`src/sv/pps_pkg.sv`:
```
// ----------------------------------------------------------------------------
// pps_pkg
// shared types and constants of the preemptive priority scheduler
// ----------------------------------------------------------------------------
package pps_pkg;

   // request codes
   localparam logic [1:0] REQ_LOAD  = 2'd0;
   localparam logic [1:0] REQ_TICK  = 2'd1;
   localparam logic [1:0] REQ_START = 2'd2;

   localparam int unsigned CLOCK_W   = 20;
   localparam int unsigned TIME_W    = 16;
   localparam int unsigned PRIO_W    = 8;
   localparam int unsigned COUNT_W   = 4;
   localparam int unsigned RUNNER_W  = 4;

   localparam logic [CLOCK_W-1:0]  CLOCK_MAX = '1;
   localparam logic [COUNT_W-1:0]  DONE_MAX  = '1;
   localparam logic [RUNNER_W-1:0] NO_RUNNER = '1;
   localparam logic [COUNT_W-1:0]  TASK_COUNT_RESET = 4'd1;

   // commands from controller to datapath
   typedef struct packed {
      logic capture;     // latch request fields
      logic clear_res;   // zero the result registers
      logic load_wr;     // write one task slot
      logic start_clr;   // clear clock, done count, last runner
      logic sweep;       // reload one remaining entry from its burst
      logic scan_init;   // reset scan index and best candidate
      logic scan;        // examine one slot
      logic update;      // run the picked task for one unit
      logic calc_tat;    // turnaround of the finished task
      logic calc_wait;   // waiting time and done count
   } pps_ctrl_type;

   // status from datapath to controller
   typedef struct packed {
      logic [1:0] req_type;
      logic       all_done;
      logic       idx_last;
      logic       found;
      logic       pick_last;  // picked task has one unit left
   } pps_stat_type;

endpackage

```
`src/sv/preemptive_priority_scheduler.sv`:
```
// ----------------------------------------------------------------------------
// preemptive_priority_scheduler
// one-unit-per-tick preemptive priority scheduler over a small task table
// ----------------------------------------------------------------------------
// A command is taken when start is high and busy is low; every command gives
// exactly one result beat, shown for a single cycle with rsp_valid high, and
// the receiver must take it then since it cannot stall the block. A load
// command writes one task slot (arrival, burst, priority) and its remaining
// time, then gives its beat. A start command clears the schedule clock and
// reloads every remaining entry from its burst, one slot a cycle, before its
// beat. A tick scans the slots one per cycle for the lowest eligible priority
// number and then updates the picked task; when the task finishes, its
// turnaround and then its waiting time are worked out before the beat. The
// slot scan sets the tick rate. Once all participating tasks are done, a tick
// gives its beat straight after the decode state, with only rsp_all_done set.
// The user must write task_count through csr_we / csr_wdata only while busy
// is low, which the block itself does not enforce; values above MAX_PROCS act
// as MAX_PROCS. Slots must be loaded before they take part in a schedule.
// ----------------------------------------------------------------------------
module preemptive_priority_scheduler import pps_pkg::*; #(
   parameter int unsigned MAX_PROCS = 8
) (
   input  logic                 clock,
   input  logic                 reset,
   // command side
   input  logic                 start,
   output logic                 busy,
   input  logic [1:0]           req_type,
   input  logic [2:0]           req_slot,
   input  logic [TIME_W-1:0]    req_arrival,
   input  logic [TIME_W-1:0]    req_burst,
   input  logic [PRIO_W-1:0]    req_prio,
   // task count register
   input  logic                 csr_we,
   input  logic [COUNT_W-1:0]   csr_wdata,
   // result side
   output logic                 rsp_valid,
   output logic                 rsp_ran,
   output logic [2:0]           rsp_task_id,
   output logic                 rsp_switched,
   output logic                 rsp_finished,
   output logic [CLOCK_W-1:0]   rsp_completion_time,
   output logic [CLOCK_W-1:0]   rsp_turnaround,
   output logic [CLOCK_W-1:0]   rsp_waiting,
   output logic                 rsp_all_done
);

   pps_ctrl_type ctrl;
   pps_stat_type stat;

   // sequencer
   pps_ctrl u_ctrl (
      .clock     (clock),
      .reset     (reset),
      .start     (start),
      .stat      (stat),
      .ctrl      (ctrl),
      .busy      (busy),
      .rsp_valid (rsp_valid)
   );

   // tables, clock and result registers
   pps_dp #(
      .MAX_PROCS (MAX_PROCS)
   ) u_dp (
      .clock               (clock),
      .reset               (reset),
      .ctrl                (ctrl),
      .stat                (stat),
      .req_type            (req_type),
      .req_slot            (req_slot),
      .req_arrival         (req_arrival),
      .req_burst           (req_burst),
      .req_prio            (req_prio),
      .csr_we              (csr_we),
      .csr_wdata           (csr_wdata),
      .rsp_ran             (rsp_ran),
      .rsp_task_id         (rsp_task_id),
      .rsp_switched        (rsp_switched),
      .rsp_finished        (rsp_finished),
      .rsp_completion_time (rsp_completion_time),
      .rsp_turnaround      (rsp_turnaround),
      .rsp_waiting         (rsp_waiting),
      .rsp_all_done        (rsp_all_done)
   );

   // a result beat never lasts more than one cycle
   a_beat_single: assert property (@(posedge clock) disable iff (reset)
      rsp_valid |=> !rsp_valid)
      else $error("result beat held for more than one cycle");

   // an accepted command keeps the block busy in the next cycle
   a_accept_busy: assert property (@(posedge clock) disable iff (reset)
      (start && !busy) |=> busy)
      else $error("command accepted but block not busy");

   // a completion is only reported for a task that ran
   a_finish_ran: assert property (@(posedge clock) disable iff (reset)
      (rsp_valid && rsp_finished) |-> rsp_ran)
      else $error("finished without a runner");

   // a switch is only reported for a task that ran
   a_switch_ran: assert property (@(posedge clock) disable iff (reset)
      (rsp_valid && rsp_switched) |-> rsp_ran)
      else $error("switch without a runner");

   // an idle or non-tick beat carries no task and no times
   a_idle_zero: assert property (@(posedge clock) disable iff (reset)
      (rsp_valid && !rsp_ran) |-> (rsp_task_id == '0 && rsp_completion_time == '0))
      else $error("idle beat carries task fields");

endmodule

```
`src/sv/pps_ctrl.sv`:
```
// ----------------------------------------------------------------------------
// pps_ctrl
// sequencer of the scheduler: decode, sweep, scan, update, turnaround, waiting and result steps
// ----------------------------------------------------------------------------
module pps_ctrl import pps_pkg::*; (
   input  logic         clock,
   input  logic         reset,
   input  logic         start,
   input  pps_stat_type stat,
   output pps_ctrl_type ctrl,
   output logic         busy,
   output logic         rsp_valid
);

   localparam logic [2:0] S_IDLE   = 3'd0;
   localparam logic [2:0] S_DECODE = 3'd1;
   localparam logic [2:0] S_SWEEP  = 3'd2;
   localparam logic [2:0] S_SCAN   = 3'd3;
   localparam logic [2:0] S_UPDATE = 3'd4;
   localparam logic [2:0] S_TAT    = 3'd5;
   localparam logic [2:0] S_WAIT   = 3'd6;
   localparam logic [2:0] S_RESP   = 3'd7;

   logic [2:0] state_ff;
   logic [2:0] state_in;

   always_comb begin
      state_in = state_ff;
      ctrl     = '0;
      case (state_ff)
         S_IDLE: begin
            if (start) begin
               ctrl.capture = 1'b1;
               state_in     = S_DECODE;
            end
         end
         S_DECODE: begin
            ctrl.clear_res = 1'b1;
            case (stat.req_type)
               REQ_LOAD: begin
                  ctrl.load_wr = 1'b1;
                  state_in     = S_RESP;
               end
               REQ_START: begin
                  ctrl.start_clr = 1'b1;
                  state_in       = S_SWEEP;
               end
               REQ_TICK: begin
                  if (stat.all_done) begin
                     state_in = S_RESP;
                  end else begin
                     ctrl.scan_init = 1'b1;
                     state_in       = S_SCAN;
                  end
               end
               default: begin
                  state_in = S_RESP;
               end
            endcase
         end
         S_SWEEP: begin
            ctrl.sweep = 1'b1;
            if (stat.idx_last) begin
               state_in = S_RESP;
            end
         end
         S_SCAN: begin
            ctrl.scan = 1'b1;
            if (stat.idx_last) begin
               state_in = S_UPDATE;
            end
         end
         S_UPDATE: begin
            ctrl.update = 1'b1;
            if (stat.found && stat.pick_last) begin
               state_in = S_TAT;
            end else begin
               state_in = S_RESP;
            end
         end
         S_TAT: begin
            ctrl.calc_tat = 1'b1;
            state_in      = S_WAIT;
         end
         S_WAIT: begin
            ctrl.calc_wait = 1'b1;
            state_in       = S_RESP;
         end
         S_RESP: begin
            state_in = S_IDLE;
         end
         default: begin
            state_in = S_IDLE;
         end
      endcase
   end

   always_ff @(posedge clock) begin
      if (reset) begin
         state_ff <= S_IDLE;
      end else begin
         state_ff <= state_in;
      end
   end

   assign busy      = (state_ff != S_IDLE);
   assign rsp_valid = (state_ff == S_RESP);

endmodule

```
`src/sv/pps_dp.sv`:
```
// ----------------------------------------------------------------------------
// pps_dp
// task tables, schedule clock, slot scan and result registers
// ----------------------------------------------------------------------------
module pps_dp import pps_pkg::*; #(
   parameter int unsigned MAX_PROCS = 8
) (
   input  logic                 clock,
   input  logic                 reset,
   input  pps_ctrl_type         ctrl,
   output pps_stat_type         stat,
   input  logic [1:0]           req_type,
   input  logic [2:0]           req_slot,
   input  logic [TIME_W-1:0]    req_arrival,
   input  logic [TIME_W-1:0]    req_burst,
   input  logic [PRIO_W-1:0]    req_prio,
   input  logic                 csr_we,
   input  logic [COUNT_W-1:0]   csr_wdata,
   output logic                 rsp_ran,
   output logic [2:0]           rsp_task_id,
   output logic                 rsp_switched,
   output logic                 rsp_finished,
   output logic [CLOCK_W-1:0]   rsp_completion_time,
   output logic [CLOCK_W-1:0]   rsp_turnaround,
   output logic [CLOCK_W-1:0]   rsp_waiting,
   output logic                 rsp_all_done
);

   localparam int unsigned IW = $clog2(MAX_PROCS);
   localparam logic [COUNT_W:0] PROCS_EXT = (COUNT_W+1)'(MAX_PROCS);
   localparam logic [IW-1:0]    IDX_LAST  = IW'(MAX_PROCS - 1);

   // task tables
   logic [TIME_W-1:0] arr_mem [MAX_PROCS];
   logic [TIME_W-1:0] bst_mem [MAX_PROCS];
   logic [PRIO_W-1:0] pri_mem [MAX_PROCS];
   logic [TIME_W-1:0] rem_mem [MAX_PROCS];

   // captured request
   logic [1:0]           req_type_ff;
   logic [2:0]           slot_ff;
   logic [TIME_W-1:0]    arrival_ff;
   logic [TIME_W-1:0]    burst_ff;
   logic [PRIO_W-1:0]    prio_ff;

   logic [COUNT_W-1:0]   task_count_ff;
   logic [CLOCK_W-1:0]   clock_now_ff;
   logic [COUNT_W-1:0]   done_count_ff;
   logic [RUNNER_W-1:0]  last_runner_ff;

   // scan state
   logic [IW-1:0]        idx_ff;
   logic                 found_ff;
   logic [PRIO_W-1:0]    best_prio_ff;
   logic [IW-1:0]        pick_ff;
   logic [TIME_W-1:0]    pick_arr_ff;
   logic [TIME_W-1:0]    pick_bst_ff;
   logic [TIME_W-1:0]    pick_rem_ff;

   // results
   logic                 ran_ff;
   logic [2:0]           task_id_ff;
   logic                 switched_ff;
   logic                 finished_ff;
   logic [CLOCK_W-1:0]   completion_ff;
   logic [CLOCK_W-1:0]   turnaround_ff;
   logic [CLOCK_W-1:0]   waiting_ff;

   logic [COUNT_W:0]     slot_ext;
   logic                 slot_ok;
   logic [TIME_W-1:0]    burst_fix;
   logic [COUNT_W:0]     active;
   logic                 all_done;
   logic [CLOCK_W-1:0]   clock_inc;
   logic                 eligible;
   logic [RUNNER_W-1:0]  pick4;
   logic                 rem_we;
   logic [IW-1:0]        rem_addr;
   logic [TIME_W-1:0]    rem_wd;
   logic [CLOCK_W-1:0]   arr_ext;
   logic [CLOCK_W-1:0]   bst_ext;

   assign slot_ext  = (COUNT_W+1)'(slot_ff);
   assign slot_ok   = slot_ext < PROCS_EXT;
   assign burst_fix = (burst_ff == '0) ? TIME_W'(1) : burst_ff;

   assign active    = ({1'b0, task_count_ff} > PROCS_EXT) ? PROCS_EXT
                                                         : {1'b0, task_count_ff};
   assign all_done  = {1'b0, done_count_ff} >= active;
   assign clock_inc = (clock_now_ff == CLOCK_MAX) ? CLOCK_MAX
                                                  : clock_now_ff + CLOCK_W'(1);

   assign eligible = ((COUNT_W+1)'(idx_ff) < active)
                   && (CLOCK_W'(arr_mem[idx_ff]) <= clock_now_ff)
                   && (rem_mem[idx_ff] != '0)
                   && (!found_ff || (pri_mem[idx_ff] < best_prio_ff));

   assign pick4   = RUNNER_W'(pick_ff);
   assign arr_ext = CLOCK_W'(pick_arr_ff);
   assign bst_ext = CLOCK_W'(pick_bst_ff);

   // single write port of the remaining table
   always_comb begin
      rem_we   = 1'b0;
      rem_addr = idx_ff;
      rem_wd   = bst_mem[idx_ff];
      if (ctrl.load_wr && slot_ok) begin
         rem_we   = 1'b1;
         rem_addr = slot_ext[IW-1:0];
         rem_wd   = burst_fix;
      end else if (ctrl.sweep) begin
         rem_we   = 1'b1;
      end else if (ctrl.update && found_ff) begin
         rem_we   = 1'b1;
         rem_addr = pick_ff;
         rem_wd   = pick_rem_ff - TIME_W'(1);
      end
   end

   always_ff @(posedge clock) begin
      if (ctrl.load_wr && slot_ok) begin
         arr_mem[slot_ext[IW-1:0]] <= arrival_ff;
         bst_mem[slot_ext[IW-1:0]] <= burst_fix;
         pri_mem[slot_ext[IW-1:0]] <= prio_ff;
      end
      if (rem_we) begin
         rem_mem[rem_addr] <= rem_wd;
      end
   end

   // request capture and scan payload
   always_ff @(posedge clock) begin
      if (ctrl.capture) begin
         slot_ff    <= req_slot;
         arrival_ff <= req_arrival;
         burst_ff   <= req_burst;
         prio_ff    <= req_prio;
      end
      if (ctrl.scan && eligible) begin
         best_prio_ff <= pri_mem[idx_ff];
         pick_ff      <= idx_ff;
         pick_arr_ff  <= arr_mem[idx_ff];
         pick_bst_ff  <= bst_mem[idx_ff];
         pick_rem_ff  <= rem_mem[idx_ff];
      end
   end

   // control state
   always_ff @(posedge clock) begin
      if (reset) begin
         req_type_ff    <= REQ_LOAD;
         task_count_ff  <= TASK_COUNT_RESET;
         clock_now_ff   <= '0;
         done_count_ff  <= '0;
         last_runner_ff <= NO_RUNNER;
         idx_ff         <= '0;
         found_ff       <= 1'b0;
      end else begin
         if (csr_we) begin
            task_count_ff <= csr_wdata;
         end
         if (ctrl.capture) begin
            req_type_ff <= req_type;
         end
         if (ctrl.start_clr) begin
            clock_now_ff   <= '0;
            done_count_ff  <= '0;
            last_runner_ff <= NO_RUNNER;
            idx_ff         <= '0;
         end
         if (ctrl.scan_init) begin
            idx_ff   <= '0;
            found_ff <= 1'b0;
         end
         if (ctrl.sweep || ctrl.scan) begin
            idx_ff <= idx_ff + IW'(1);
         end
         if (ctrl.scan && eligible) begin
            found_ff <= 1'b1;
         end
         if (ctrl.update) begin
            clock_now_ff <= clock_inc;
            if (found_ff) begin
               last_runner_ff <= pick4;
            end
         end
         if (ctrl.calc_wait && (done_count_ff != DONE_MAX)) begin
            done_count_ff <= done_count_ff + COUNT_W'(1);
         end
      end
   end

   // result registers
   always_ff @(posedge clock) begin
      if (ctrl.clear_res) begin
         ran_ff        <= 1'b0;
         task_id_ff    <= '0;
         switched_ff   <= 1'b0;
         finished_ff   <= 1'b0;
         completion_ff <= '0;
         turnaround_ff <= '0;
         waiting_ff    <= '0;
      end
      if (ctrl.update && found_ff) begin
         ran_ff      <= 1'b1;
         task_id_ff  <= pick4[2:0];
         switched_ff <= (last_runner_ff != pick4);
         if (pick_rem_ff == TIME_W'(1)) begin
            finished_ff   <= 1'b1;
            completion_ff <= clock_inc;
         end
      end
      if (ctrl.calc_tat) begin
         turnaround_ff <= (completion_ff >= arr_ext) ? completion_ff - arr_ext : '0;
      end
      if (ctrl.calc_wait) begin
         waiting_ff <= (turnaround_ff >= bst_ext) ? turnaround_ff - bst_ext : '0;
      end
   end

   assign stat.req_type  = req_type_ff;
   assign stat.all_done  = all_done;
   assign stat.idx_last  = (idx_ff == IDX_LAST);
   assign stat.found     = found_ff;
   assign stat.pick_last = (pick_rem_ff == TIME_W'(1));

   assign rsp_ran             = ran_ff;
   assign rsp_task_id         = task_id_ff;
   assign rsp_switched        = switched_ff;
   assign rsp_finished        = finished_ff;
   assign rsp_completion_time = completion_ff;
   assign rsp_turnaround      = turnaround_ff;
   assign rsp_waiting         = waiting_ff;
   assign rsp_all_done        = all_done;

endmodule

```
`config.mk`:
```
export PLATFORM = sky130hd
export DESIGN_NAME = preemptive_priority_scheduler
export DESIGN_NICKNAME = d
export VERILOG_FILES = /design/src/sv/pps_pkg.sv /design/src/sv/preemptive_priority_scheduler.sv /design/src/sv/pps_ctrl.sv /design/src/sv/pps_dp.sv
export SDC_FILE = /design/constraint.sdc
export NUM_CORES = 1
export LEC_CHECK = 0
export BUFFER_PORTS_ARGS = -buffer_cell sky130_fd_sc_hd__buf_2
export CORE_UTILIZATION = 36
export CTS_CLUSTER_SIZE = 16
export DETAILED_ROUTE_END_ITERATION = 6
export GPL_TIMING_DRIVEN = 0
export SYNTH_ARGS = -nofsm -noshare
export SYNTH_HDL_FRONTEND = slang
export SYNTH_HIERARCHICAL = 1
export SYNTH_SLANG_ARGS = --single-unit
export TNS_END_PERCENT = 30
```
`constraint.sdc`:
```
create_clock -name clock -period 14.7 [get_ports clock]
set_input_delay 1.47 -clock clock [delete_from_list [all_inputs] [get_ports clock]]
set_output_delay 1.47 -clock clock [all_outputs]
set_load 0.05 [all_outputs]
```
* Word-level counts from Yosys, hierarchy flattened *
Memory sizes are Yosys's and may differ from the RTL's. A register that Yosys moved wholly into a read port is not among the register bits.
Cells that the tools add are included.

word-level totals
  register bits = 209
  bits in writable memories = 448
  bits of input ports = 53
  output and inout bits = 69
  word-level logic and storage cells = 154
  memories kept = 4

memory list
  name          depth  bits a word  rd ports  clocked after memory_dff  wr ports  RTL line      source
  u_dp.arr_mem  8      16           1         1                         1         pps_dp.sv:34  logic [TIME_W-1:0] arr_mem [MAX_PROCS];
  u_dp.bst_mem  8      16           1         1                         1         pps_dp.sv:35  logic [TIME_W-1:0] bst_mem [MAX_PROCS];
  u_dp.rem_mem  8      16           1         1                         1         pps_dp.sv:37  logic [TIME_W-1:0] rem_mem [MAX_PROCS];
  u_dp.pri_mem  8      8            1         1                         1         pps_dp.sv:36  logic [PRIO_W-1:0] pri_mem [MAX_PROCS];

cells by class
  add/sub/neg operators = 6
  magnitude comparators = 8
  equal/unequal tests = 17
  multiplexer cells = 71
  reductions and logical operators = 24

operators by type and width
  kind                     number
  $mux W20                 11
  $mux W16                 4
  $mux W3                  21
  $ge A20 B16 Y1           2
  $sub A20 B16 Y20         2
  $mux W1                  26
  $mux W4                  6
  $pmux W3 S8              1
  $add A20 B1 Y20 const B  1
  $eq A20 B20 Y1 const B   1
  $le A16 B20 Y1           1
  $eq A16 B1 Y1 const B    1
  $logic_not A16 Y1        1
  $reduce_bool A16 Y1      1
  $sub A16 B1 Y16 const B  1
  $eq A3 B3 Y1 const B     5
  $reduce_bool A2 Y1       6
  $logic_and A1 B1 Y1      8
  $lt A8 B8 Y1             1
  $eq A3 B2 Y1 const B     2
  $ne A2 B2 Y1 const B     3
  $pmux W3 S2              1
  $reduce_bool A3 Y1       2
  $ge A4 B5 Y1             1
  16 further kinds         17

* Depth between registers and ports, before layout *
Gate-level depths: netlist (run 1).

  depth after elaboration = 10
  depth in mapped cells = 14
  gate-level depth less buffers = 12

* Modules after synthesis *
The synthesis (run 1) kept the hierarchy.

modules (own cells, without submodules)
  module    times used  cells an instance  area an instance (µm²)  sequential area each (µm²)
  pps_dp    1           1729               27621.5                 19098.3
  pps_ctrl  1           37                 276.5                   60.1

* Least setup slack after synthesis (run 1) *
No wires, ideal clock.

  path kind = flip-flop to flip-flop
  from = register with a tool-made name
  to = register u_dp.best_prio_ff[0] (read register of u_dp.pri_mem) (enable)
  library setup time = 0.423 ns
  data arrival time = 4.562 ns
  data required time = 14.277 ns
  setup slack = 9.714 ns
  cell stages (with the launch flop) = 14
  path buffers = 4
  period minus slack after synthesis = 4.986 ns
  path through = dfxtp_1 > clkbuf_1 > buf_2 > buf_2 > buf_2 > mux4_2 > mux2_2 > ha_1 > a21o_1 > a21o_1 > a21oi_1 > o311ai_1 > a31oi_1 > and2_1

RTL lines
  item              RTL line      source
  end: declaration  pps_dp.sv:54  logic [PRIO_W-1:0] best_prio_ff;

==> summary.txt, run 1 <==
Power and ir drop
  • Pwr dens: roughly 180 mW/mm^2
  • Sw Pwr: ~0.0019 W
  • Combinational Power Share: a little over a quarter
  • Worst ir drop on vdd: between 80 and 90 uV
  • Clock power share: just over 30%
  • Net Sw Frac: between 30% and 40%
  • Leak: roughly 11 nW
  • Int Pwr: a little over 0.004 W
  • Sequential share of power: between 40% and 50%

Layout
  • Most frequent cells in the layout: edfxtp_1 (594), buf_2 (138), nor2_1 (112), mux4_2 (112), o21ai_0 (87)
  • Design Area, Final: 0.0327 mm^2
  • Ant diodes: 0
  • Commonest non-fill, non-tap cell in the layout: edfxtp_1
  • Finished Core Util: around 43%
  • Area growth syn-to-layout: 17.2%
  • Fin nets: roughly 2100
  • Share of layout cells above drive strength 1: a little under a quarter

Yosys
  • Top_reg_cell synth: edfxtp_1
  • EDFF count, synth: slightly below 600
  • Syn nets: approximately 1900
  • Post-synth top area share: a little under two thirds
  • Ranking of synthesized cells by area: edfxtp_1 (64%), mux4_2 (9.0%), dfxtp_1 (4.7%)
  • Ys async rst share: 0%
  • Post-synth top area cell: edfxtp_1
  • Netlist cell types: 75
  • Cell area after synthesis: ~0.028 mm^2
  • Syn avg cell area: ~16 um^2
  • Register area share after synthesis: between 60% and 70%
  • Yosys Warn Count: 6
  • #FFs+latches synth: 660
  • Cells after Synth: 1766

STA
  • Crit path time final: approximately 5700 ps
  • Final setup TNS: 0 ps
  • Fmax: ~170 MHz
  • Fin. Hold Viols: 0
  • Crit share post-route: approximately two fifths
  • Final setup vio count: 0
  • Final Max Slew Viols: 0
  • Clock skew: around 32 ps
  • Unrepaired setup endpoints after global routing: no
  • Worst Tran Pin Value: roughly 1100 ps
  • Max transition margin: 23.7%

Floorplanning
  • Overall die width: 280 um
  • Die H: ~280 um
  • # rows: 101
  • DIE AREA: approximately 0.079 mm^2
  • Core ar.: 0.0763 mm^2
  • Starting density of the core: 36.6%
  • Num ports: 122

Detailed routing
  • Antenna Nets Post-Route: 0
  • Final routed DRC violation total: 0
  • Total number of vias: between 15000 and 20000
  • Starting DRT DRC Count: 1368
  • DR vias/cell: ~5.2
  • First drt pass iteration count: 6
  • Drt wl/cell: 21.9 um
  • Routed wire length: roughly 67 mm

GRT
  • First-pass GRT wire length: around 100 mm
  • Vias in the first global route: approximately 16000
  • Largest net degree at the start of global routing: 60
  • Initial antenna violation count: 1
  • GR Util All Layers: between 15 and 20%
  • Remaining Overflow, GRT: 0

Clocking
  • CTS tree: done
  • Clock Tree Root: clkbuf_16
  • Num CTS Buffers: a little over 70
  • Latest clock arrival within the worst-skew pair: around 630 ps
  • CTS sink count: 660
  • Clk pin slew, worst setup/hold paths: about 60 ps
  • CTS Buffer Depth: 3
  • Post_cts resized: 0
  • Setup bufs post-CTS: 0
  • Number of H-tree levels: 3
  • Hold buffer count at cts: 0

Critical path
  • CP Class: flop to flop
  • Crit path DAT: approximately 6000 ps
  • Worst-path fanout max: 59
  • CP Capture Type: flop
  • WP data required: roughly 15000 ps
  • Worst Setup Start Kind: flop

Worst hold path
  • Worst min path class: flop to flop

Job
  • Max-Cap Viols: 0

Placed design
  • Port Buffers: between 100 and 150
  • Post-DP Area: about 0.030 mm^2
  • GPL Wtd Cong: around 0.91
  • Dpl hpwl: 48.0 mm

Run status
  • Outcome: finished, final reports clean
-- power groups by stage --
stage | registers, W | clock network (W) | logic (W)
2_1_floorplan | 0.00278 | 0 | 0.000897
3_3_place_gp | 0.00267 | 0 | 0.00149
3_5_place_dp | 0.00267 | 0 | 0.00158
4_1_cts | 0.00263 | 0.00187 | 0.00158
5_1_grt | 0.00265 | 0.00194 | 0.00170
6_report | 0.00262 | 0.00183 | 0.00157
-- worst paths after layout --
kind	from	end	slack (ps)	depth (start not counted)
min reg2reg	u_dp/rsp_ran$_SDFFE_PP1P_	u_dp/rsp_ran$_SDFFE_PP1P_	470	1
max reg2reg	flop	u_dp/pick_bst_ff[9]$_DFFE_PP_	8980	12
min	u_dp/rsp_ran$_SDFFE_PP1P_	u_dp/rsp_ran$_SDFFE_PP1P_	470	1
max	flop	u_dp/pick_bst_ff[9]$_DFFE_PP_	8980	12
-- layout make-up --
class / count / area [um^2]
Sequential cell: 660 / 19200
Timing Repair Buffer: 145 / 1000
Multi-Input combinational cell: 944 / 8160
Tap cell: 1030 / 1290
Clock inverter: 44 / 488
Buffer: 87 / 387
Clock buffer: 88 / 1950
Fill cell: 6818 / 43600
Inverter: 75 / 282
-- state kept, by name, summed over array words and instances, names as in the netlist, 4 cells and up, named ones only --
name and count:
u_dp/arr_mem 128, u_dp/arrival_ff 16, u_dp/best_prio_ff 8, u_dp/bst_mem 128
u_dp/burst_ff 16, u_dp/clock_now_ff 20, u_dp/done_count_ff 4, u_dp/last_runner_ff 4
u_dp/pick_arr_ff 16, u_dp/pick_bst_ff 16, u_dp/pick_rem_ff 16, u_dp/pri_mem 64
u_dp/prio_ff 8, u_dp/rem_mem 128, u_dp/rsp_completion_time 20, u_dp/rsp_turnaround 20
u_dp/rsp_waiting 20, u_dp/task_count_ff 4
-- through the flow --
step	hold WS [ps]	setup slack [ps]	std cells	power, W
after floorplan	433	9710	1766	0.00368
after global placement	437	6320	2916	0.00416
after detailed placement	455	8900	2941	0.00424
after CTS	468	8890	3073	0.00608
after global routing	504	8680	3073	0.00629
final	467	8980	3073	0.00603
-- layer usage --
| layer | wire [um] | GRT usage, % |
|---|---|---|
| met5 | 0 | 0 |
| met4 | 1550 | 4.82 |
| met3 | 3770 | 2.96 |
| met2 | 31200 | 27.7 |
| met1 | 30600 | 24.0 |
-- synth_stat cells (all sizes together), types with 11 or more instances --
master	count
mux2i	14
mux4	112
a31o	11
a21o	16
nor2b	12
a211oi	15
xor2	21
nor2	127
or3	11
o21ai	89
dfxtp	66
mux2	57
edfxtp	594
xnor2	24
clkbuf	53
nand2b	16
nand2	86
nand3	36
nor3	33
a21oi	66
buf	34
ha	67
nor4	20
inv	75
-- kinds of logic after synthesis --
kind of cell / synth area share [%]
AND/OR/NAND/NOR: 6.81
buffers and inverters: 2.39
adder cells (fa/ha/maj): 3.15
multiplexers: 11.8
XOR/XNOR: 1.41
flip-flops: 68.7
AO/OA/AOI/OAI: 5.72
-- critical path, cell delays in order, from the launching register on --
cell	delay, ps
dfxtp_1	310
buf_2	320
buf_1	710
clkbuf_1	610
clkbuf_1	660
mux2_2	450
ha_1	300
a21o_1	160
a21o_1	180
a21oi_1	200
o311ai_1	170
a31oi_1	420
and2_4	830
(Power assumes the default switching activity.)
==> run 2: changes to the inputs <==
==> constraint.sdc (replaced) <==
create_clock -name clock -period 5.7 [get_ports clock]
set_input_delay 0.57 -clock clock [delete_from_list [all_inputs] [get_ports clock]]
set_output_delay 0.57 -clock clock [all_outputs]
set_load 0.05 [all_outputs]
==> summary.txt, run 2 (synthesis gave the netlist of run 1 again) <==
Floorplanning
  • Core ar.: 0.0763 mm^2 (unchanged)
  • DIE AREA: 0.0786 mm^2 (unchanged)
  • Starting density of the core: 36.6% (unchanged)
  • # rows: 101 (unchanged)
  • Die H: 280 um (unchanged)
  • Num ports: 122 (unchanged)
  • Overall die width: 280 um (unchanged)

STA
  • Worst Tran Pin Value: 1210 ps (+76.4 ps)
  • Final setup TNS: 0 ps (unchanged)
  • Fin. Hold Viols: 0 (unchanged)
  • Max transition margin: 18.6% (-5.1 points)
  • Final setup vio count: 0 (unchanged)
  • Fmax: 185 MHz (+5.6%)
  • Unrepaired setup endpoints after global routing: no
  • Clock skew: 32.4 ps (+0.153 ps)
  • Hold_ws: 114 ps (-353 ps)
  • Crit share post-route: 95.1% (+56 points)
  • Crit path time final: 5420 ps (-304 ps)
  • Final Max Slew Viols: 0 (unchanged)
  • Worst setup margin: 280 ps (-8700 ps)

Placed design
  • Placed insts: 2941 (unchanged)
  • Port Buffers: 120 (unchanged)
  • Dpl hpwl: 48.0 mm (unchanged)
  • Place WS: -103 ps (-9000 ps)
  • GPL Wtd Cong: 0.913 (unchanged)

Critical path
  • Max incr delay on CP: 670 ps (-160 ps)
  • Slowest cell on the critical path: clkbuf_1
  • WP data required: 5930 ps (-9000 ps)
  • R2r worst-path depth: 13 (+1)
  • CP Capture Type: flop
  • Crit path cell chain: buf_2 > buf_2 > clkbuf_1 > clkbuf_1 > mux4_2 > mux2_2 > ha_1 > a21o_1 > a21o_1 > a21oi_1 > o311ai_1 > a31oi_1 > and2_4
  • Worst-path fanout max: 30 (-49%)
  • CP Class: flop to flop
  • Crit path DAT: 5650 ps (-300 ps)
  • Worst Setup Start Kind: flop

Power and ir drop
  • Pwr dens: 475 mW/mm^2 (+160%)
  • Worst ir drop on vdd: 215 uV (+160%)
  • Leak: 11.0 nW (about the same)

Layout
  • Commonest non-fill, non-tap cell in the layout: edfxtp_1
  • Ant diodes: 0 (unchanged)
  • Share of layout cells above drive strength 1: 23.7% (+0.049 points)
  • Fin nets: 2107 (unchanged)
  • Most frequent cells in the layout: edfxtp_1 (594), buf_2 (138), nor2_1 (112), mux4_2 (112), o21ai_0 (87)
  • Finished Layout Cells: 3073 (unchanged)
  • Finished Core Util: 42.9% (about the same)
  • Area growth syn-to-layout: 17.3% (about the same)
  • Fill count: 6816 (-0.029%)

Clocking
  • CTS sink count: 660 (unchanged)
  • Number of H-tree levels: 3 (unchanged)
  • Latest clock arrival within the worst-skew pair: 630 ps (about the same)
  • Clock Tree Root: clkbuf_16
  • Num CTS Buffers: 72 (unchanged)
  • CTS tree: done
  • Hold buffer count at cts: 0 (unchanged)
  • CTS Buffer Depth: 3 (unchanged)
  • Clk pin slew, worst setup/hold paths: 60 ps (about the same)

GRT
  • Remaining Overflow, GRT: 0 (unchanged)
  • Initial antenna violation count: 1 (unchanged)
  • Largest net degree at the start of global routing: 60 (unchanged)
  • First-pass GRT wire length: 101 mm (about the same)
  • Vias in the first global route: 16200 (-0.043%)
  • GR Util All Layers: 17.3% (about the same)

Detailed routing
  • Antenna Nets Post-Route: 0 (unchanged)
  • Total number of vias: 16100 (+0.37%)
  • Routed wire length: 67.4 mm (+0.38%)
  • Starting DRT DRC Count: 1465 (+7.1%)
  • Drt wl/cell: 21.9 um (+0.38%)
  • Final routed DRC violation total: 0 (unchanged)
  • DR vias/cell: 5.24 (+0.37%)
  • First drt pass iteration count: 6 (unchanged)

Job
  • Max-Cap Viols: 0 (unchanged)

Worst hold path
  • Hold Crit Start: req_prio[5]
  • Worst min path class: input pin to flop
  • Hold path depth: 1 (unchanged)

Run status
  • Outcome: finished, final reports clean
## run 2: cell types whose count changed in the layout (fill, tap and decap cells not counted), sizes merged
cell / before / now
buf: 179 / 178
and2: 4 / 5
## run 2: cell type report
class | instances | area [um^2] | area share, %
sequential | 660 | 19200 | 58.6
clock inverter | 44 | 488 | 1.49
tap | 1030 | 1290 | 3.94
timing repair buffer | 145 | 1000 | 3.06
clock buffer | 88 | 1950 | 5.95
buffer | 86 | 383 | 1.17
multi-input combinational | 945 | 8170 | 25.0
inverter | 75 | 282 | 0.861
## run 2: worst max-delay path, delay by kind of cell (launching register included)
kind / cells / cell delay (ps)
simple gates: 1 / 610
buf+inv: 4 / 1880
fa+ha+maj: 1 / 300
mux: 2 / 720
flops: 1 / 300
compound gates: 5 / 1210
## run 2: power by group
| part | switching (W) | internal (W) |
|---|---|---|
| Combinational | 0.00265 | 0.00141 |
| Clock | 0.00194 | 0.00278 |
| Sequential | 0.000351 | 0.00642 |
## run 2: through the flow
step                total power (W)  instance area (um^2)
floorplan                   0.00948                 27900
global placement             0.0107                 29800
detailed placement           0.0109                 30300
CTS                          0.0157                 32700
global route                 0.0162                 32700
finish                       0.0156                 32700
## run 2: metal layers
layer  up-vias  global-route usage [%]  share of wire, %  wire (um)
li1       7311                       -                 -          -
met1      8147                    24.1                45      30400
met2       559                    27.7                47      31500
met3        84                    2.96               6.0       4010
met4         0                    4.82               2.2       1500
met5         -                       0                 0          0
## run 2: timing repair
item	in CTS	in global routing
setup endpoints to repair	59	59
setup buffers	0	0
pin swaps	0	1
cloned	0	1
gates resized for setup	0	1
## run 2: path summary, 6_finish.rpt
kind / endpoint / slack (ps)
worst max register to register: u_dp/pick_bst_ff[4]$_DFFE_PP_ / 280
worst max-delay path: u_dp/pick_bst_ff[4]$_DFFE_PP_ / 280
worst min-delay path: u_dp/prio_ff[5]$_DFFE_PP_ / 110
worst min register to register: u_dp/rsp_ran$_SDFFE_PP1P_ / 470
==> run 3: changes to the inputs <==
--- a/config.mk
+++ b/config.mk
@@ -10,6 +10,7 @@
 export CTS_CLUSTER_SIZE = 16
 export DETAILED_ROUTE_END_ITERATION = 6
 export GPL_TIMING_DRIVEN = 0
+export PLACE_DENSITY = 0.51
 export SYNTH_ARGS = -nofsm -noshare
 export SYNTH_HDL_FRONTEND = slang
 export SYNTH_HIERARCHICAL = 1
==> summary.txt, run 3 (synthesis gave the netlist of run 1 again) <==
Run status
  • Outcome: finished, final reports clean

Clocking
  • CTS tree: done
  • Clk pin slew, worst setup/hold paths: 60 ps (about the same)
  • Clock Tree Root: clkbuf_16
  • CTS Buffer Depth: 3 (unchanged)
  • Hold buffer count at cts: 0 (unchanged)
  • Latest clock arrival within the worst-skew pair: 650 ps (+20 ps)
  • CTS sink count: 660 (unchanged)
  • Number of H-tree levels: 3 (unchanged)
  • Num CTS Buffers: 75 (+4.2%)

Detailed routing
  • Final routed DRC violation total: 0 (unchanged)
  • Total number of vias: 16000 (-0.80%)
  • Drt wl/cell: 22.5 um (+2.6%)
  • DR vias/cell: 5.18 (-1.2%)
  • First drt pass iteration count: 5 (-1)
  • Routed wire length: 69.5 mm (+3.1%)
  • Starting DRT DRC Count: 1241 (-15%)
  • Antenna Nets Post-Route: 0 (unchanged)

Critical path
  • Crit path cell chain: buf_2 > buf_2 > clkbuf_1 > buf_1 > mux4_2 > mux2_2 > ha_1 > and4_1 > nand2_1 > nor4_1 > nor4_1 > nor2_1 > and2_4
  • CP Class: flop to flop
  • Slowest cell on the critical path: and2_4
  • Crit path DAT: 5790 ps (+140 ps)
  • Worst Setup Start Kind: flop
  • WP data required: 5940 ps (about the same)
  • CP Capture Type: flop
  • Crit path max-delay family: simple AND/OR/NAND/NOR gates
  • Max incr delay on CP: 770 ps (+100 ps)
  • Worst-path fanout max: 59 (+97%)
  • Crit path buf inv count: 4 (unchanged)

Power and ir drop
  • Sw Pwr: 0.00506 W (+2.5%)
  • Pwr dens: 474 mW/mm^2 (-0.23%)
  • Sequential share of power: 43.4% (about the same)
  • Combinational Power Share: 26.5% (+0.4 points)
  • Worst ir drop on vdd: 230 uV (+6.9%)
  • Clock power share: 30.1% (-0.3 points)
  • Leak: 11.1 nW (+0.93%)
  • Int Pwr: 0.0106 W (-0.32%)
  • Net Sw Frac: 32.4% (+0.62 points)
  • Total power: 0.0156 W (+0.59%)

GRT
  • Vias in the first global route: 16000 (-1.1%)
  • First-pass GRT wire length: 103 mm (+1.6%)
  • GR Util All Layers: 17.9% (+0.69 points)
  • Largest net degree at the start of global routing: 60 (unchanged)
  • Initial antenna violation count: 1 (unchanged)
  • Remaining Overflow, GRT: 0 (unchanged)

Floorplanning
  • Overall die width: 280 um (unchanged)
  • DIE AREA: 0.0786 mm^2 (unchanged)
  • # rows: 101 (unchanged)
  • Starting density of the core: 36.6% (unchanged)
  • Num ports: 122 (unchanged)
  • Die H: 280 um (unchanged)
  • Core ar.: 0.0763 mm^2 (unchanged)

Layout
  • Design Area, Final: 0.0330 mm^2 (+0.82%)
  • Ant diodes: 0 (unchanged)
  • Finished Layout Cells: 3086 (+0.42%)
  • Storage cell area: 0.0192 mm^2 (unchanged)
  • Commonest non-fill, non-tap cell in the layout: edfxtp_1
  • Share of layout cells above drive strength 1: 24.2% (+0.43 points)
  • Area growth syn-to-layout: 18.2%
  • Fill count: 6839 (+0.34%)
  • Most frequent cells in the layout: edfxtp_1 (594), buf_2 (138), nor2_1 (112), mux4_2 (112), o21ai_0 (87)
  • Fin nets: 2117 (+0.47%)
  • Area of the multi-input gates: 0.00816 mm^2 (-0.11%)

STA
  • Unrepaired setup endpoints after global routing: yes
  • Max transition margin: 25.2% (+6.6 points)
  • Hold_ws: 93.5 ps (-20.0 ps)
  • Final setup vio count: 0 (unchanged)
  • Crit path time final: 5550 ps (+127 ps)
  • Crit share post-route: 97.3% (+2.2 points)
  • Fmax: 180 MHz (-2.3%)
  • Final Max Slew Viols: 0 (unchanged)
  • Worst setup margin: 153 ps (-127 ps)
  • Clock skew: 46.6 ps (+14.1 ps)
  • Worst Tran Pin Value: 1110 ps (-98.3 ps)
  • Fin. Hold Viols: 0 (unchanged)

Placed design
  • Placed insts: 2948 (+0.24%)
  • Dpl hpwl: 50.1 mm (+4.5%)
  • GPL Wtd Cong: 0.879 (-3.7%)
  • Post-DP Area: 0.0305 mm^2 (+0.86%)
  • Port Buffers: 120 (unchanged)
  • Place WS: -158 ps (-55.6 ps)

Job
  • Max-Cap Viols: 0 (unchanged)

Worst hold path
  • Worst min path class: input pin to flop
run 3: cell types whose count changed in the layout (fill, tap and decap cells not counted), sizes merged:
cell      delta
buf          +9
clkbuf       +5
bufinv       -3
clkinvlp     +3
clkinv       +2
inv          -2
and2         -1
run 3: layer usage:
metal / part of all wire, % / up-vias / track usage (%) / wire length, um
met3: 5.8 / 86 / 3.46 / 4010
met4: 2.6 / 0 / 6.21 / 1800
met2: 47 / 466 / 28.6 / 32500
li1: - / 7317 / - / -
met5: 0 / - / 0 / 0
met1: 45 / 8103 / 24.5 / 31200
run 3: path summary, 6_finish.rpt:
path              cells after the start  slack, ps                      start                             end
setup / recovery                     13        150                       flop  u_dp/best_prio_ff[3]$_DFFE_PP_
hold / removal                        1         90             req_arrival[2]    u_dp/arrival_ff[2]$_DFFE_PP_
setup reg to reg                     13        150                       flop  u_dp/best_prio_ff[3]$_DFFE_PP_
hold reg to reg                       2        470  u_dp/rsp_finished$_DFF_P_       u_dp/rsp_finished$_DFF_P_
run 3: layout make-up:
type / count / area share (%)
multi-input cells: 944 / 24.7
flip-flops and latches: 660 / 58.1
well taps: 1030 / 3.91
clock buffers: 94 / 6.03
plain buffers: 87 / 1.18
repair buffers: 152 / 3.83
inverters: 75 / 0.854
clock inverters: 44 / 1.38
run 3: through the flow:
step | utilization (%) | TNS (ps)
floorplan | - | 0
global placement | 39.0 | -343430
detailed placement | 40.0 | -9190
CTS | 43.2 | 0
global route | 43.2 | -10750
finish | 43.2 | 0
run 3: timing repair:
| action | in CTS | in global routing |
|---|---|---|
| endpoints found under the hold margin | 0 | 0 |
| setup buffers | 0 | 0 |
| cloned | 0 | 0 |
| resized for setup | 1 | 1 |
| endpoints found under the setup margin | 59 | 59 |
run 3: power groups by stage:
stage	Combinational [W]	Sequential [W]	Clock, W
after floorplan	0.00231	0.00717	0
after global placement	0.00391	0.00692	0
after detailed placement	0.00418	0.00689	0
after CTS	0.00420	0.00679	0.00484
after global routing	0.00448	0.00684	0.00503
final	0.00414	0.00678	0.00472
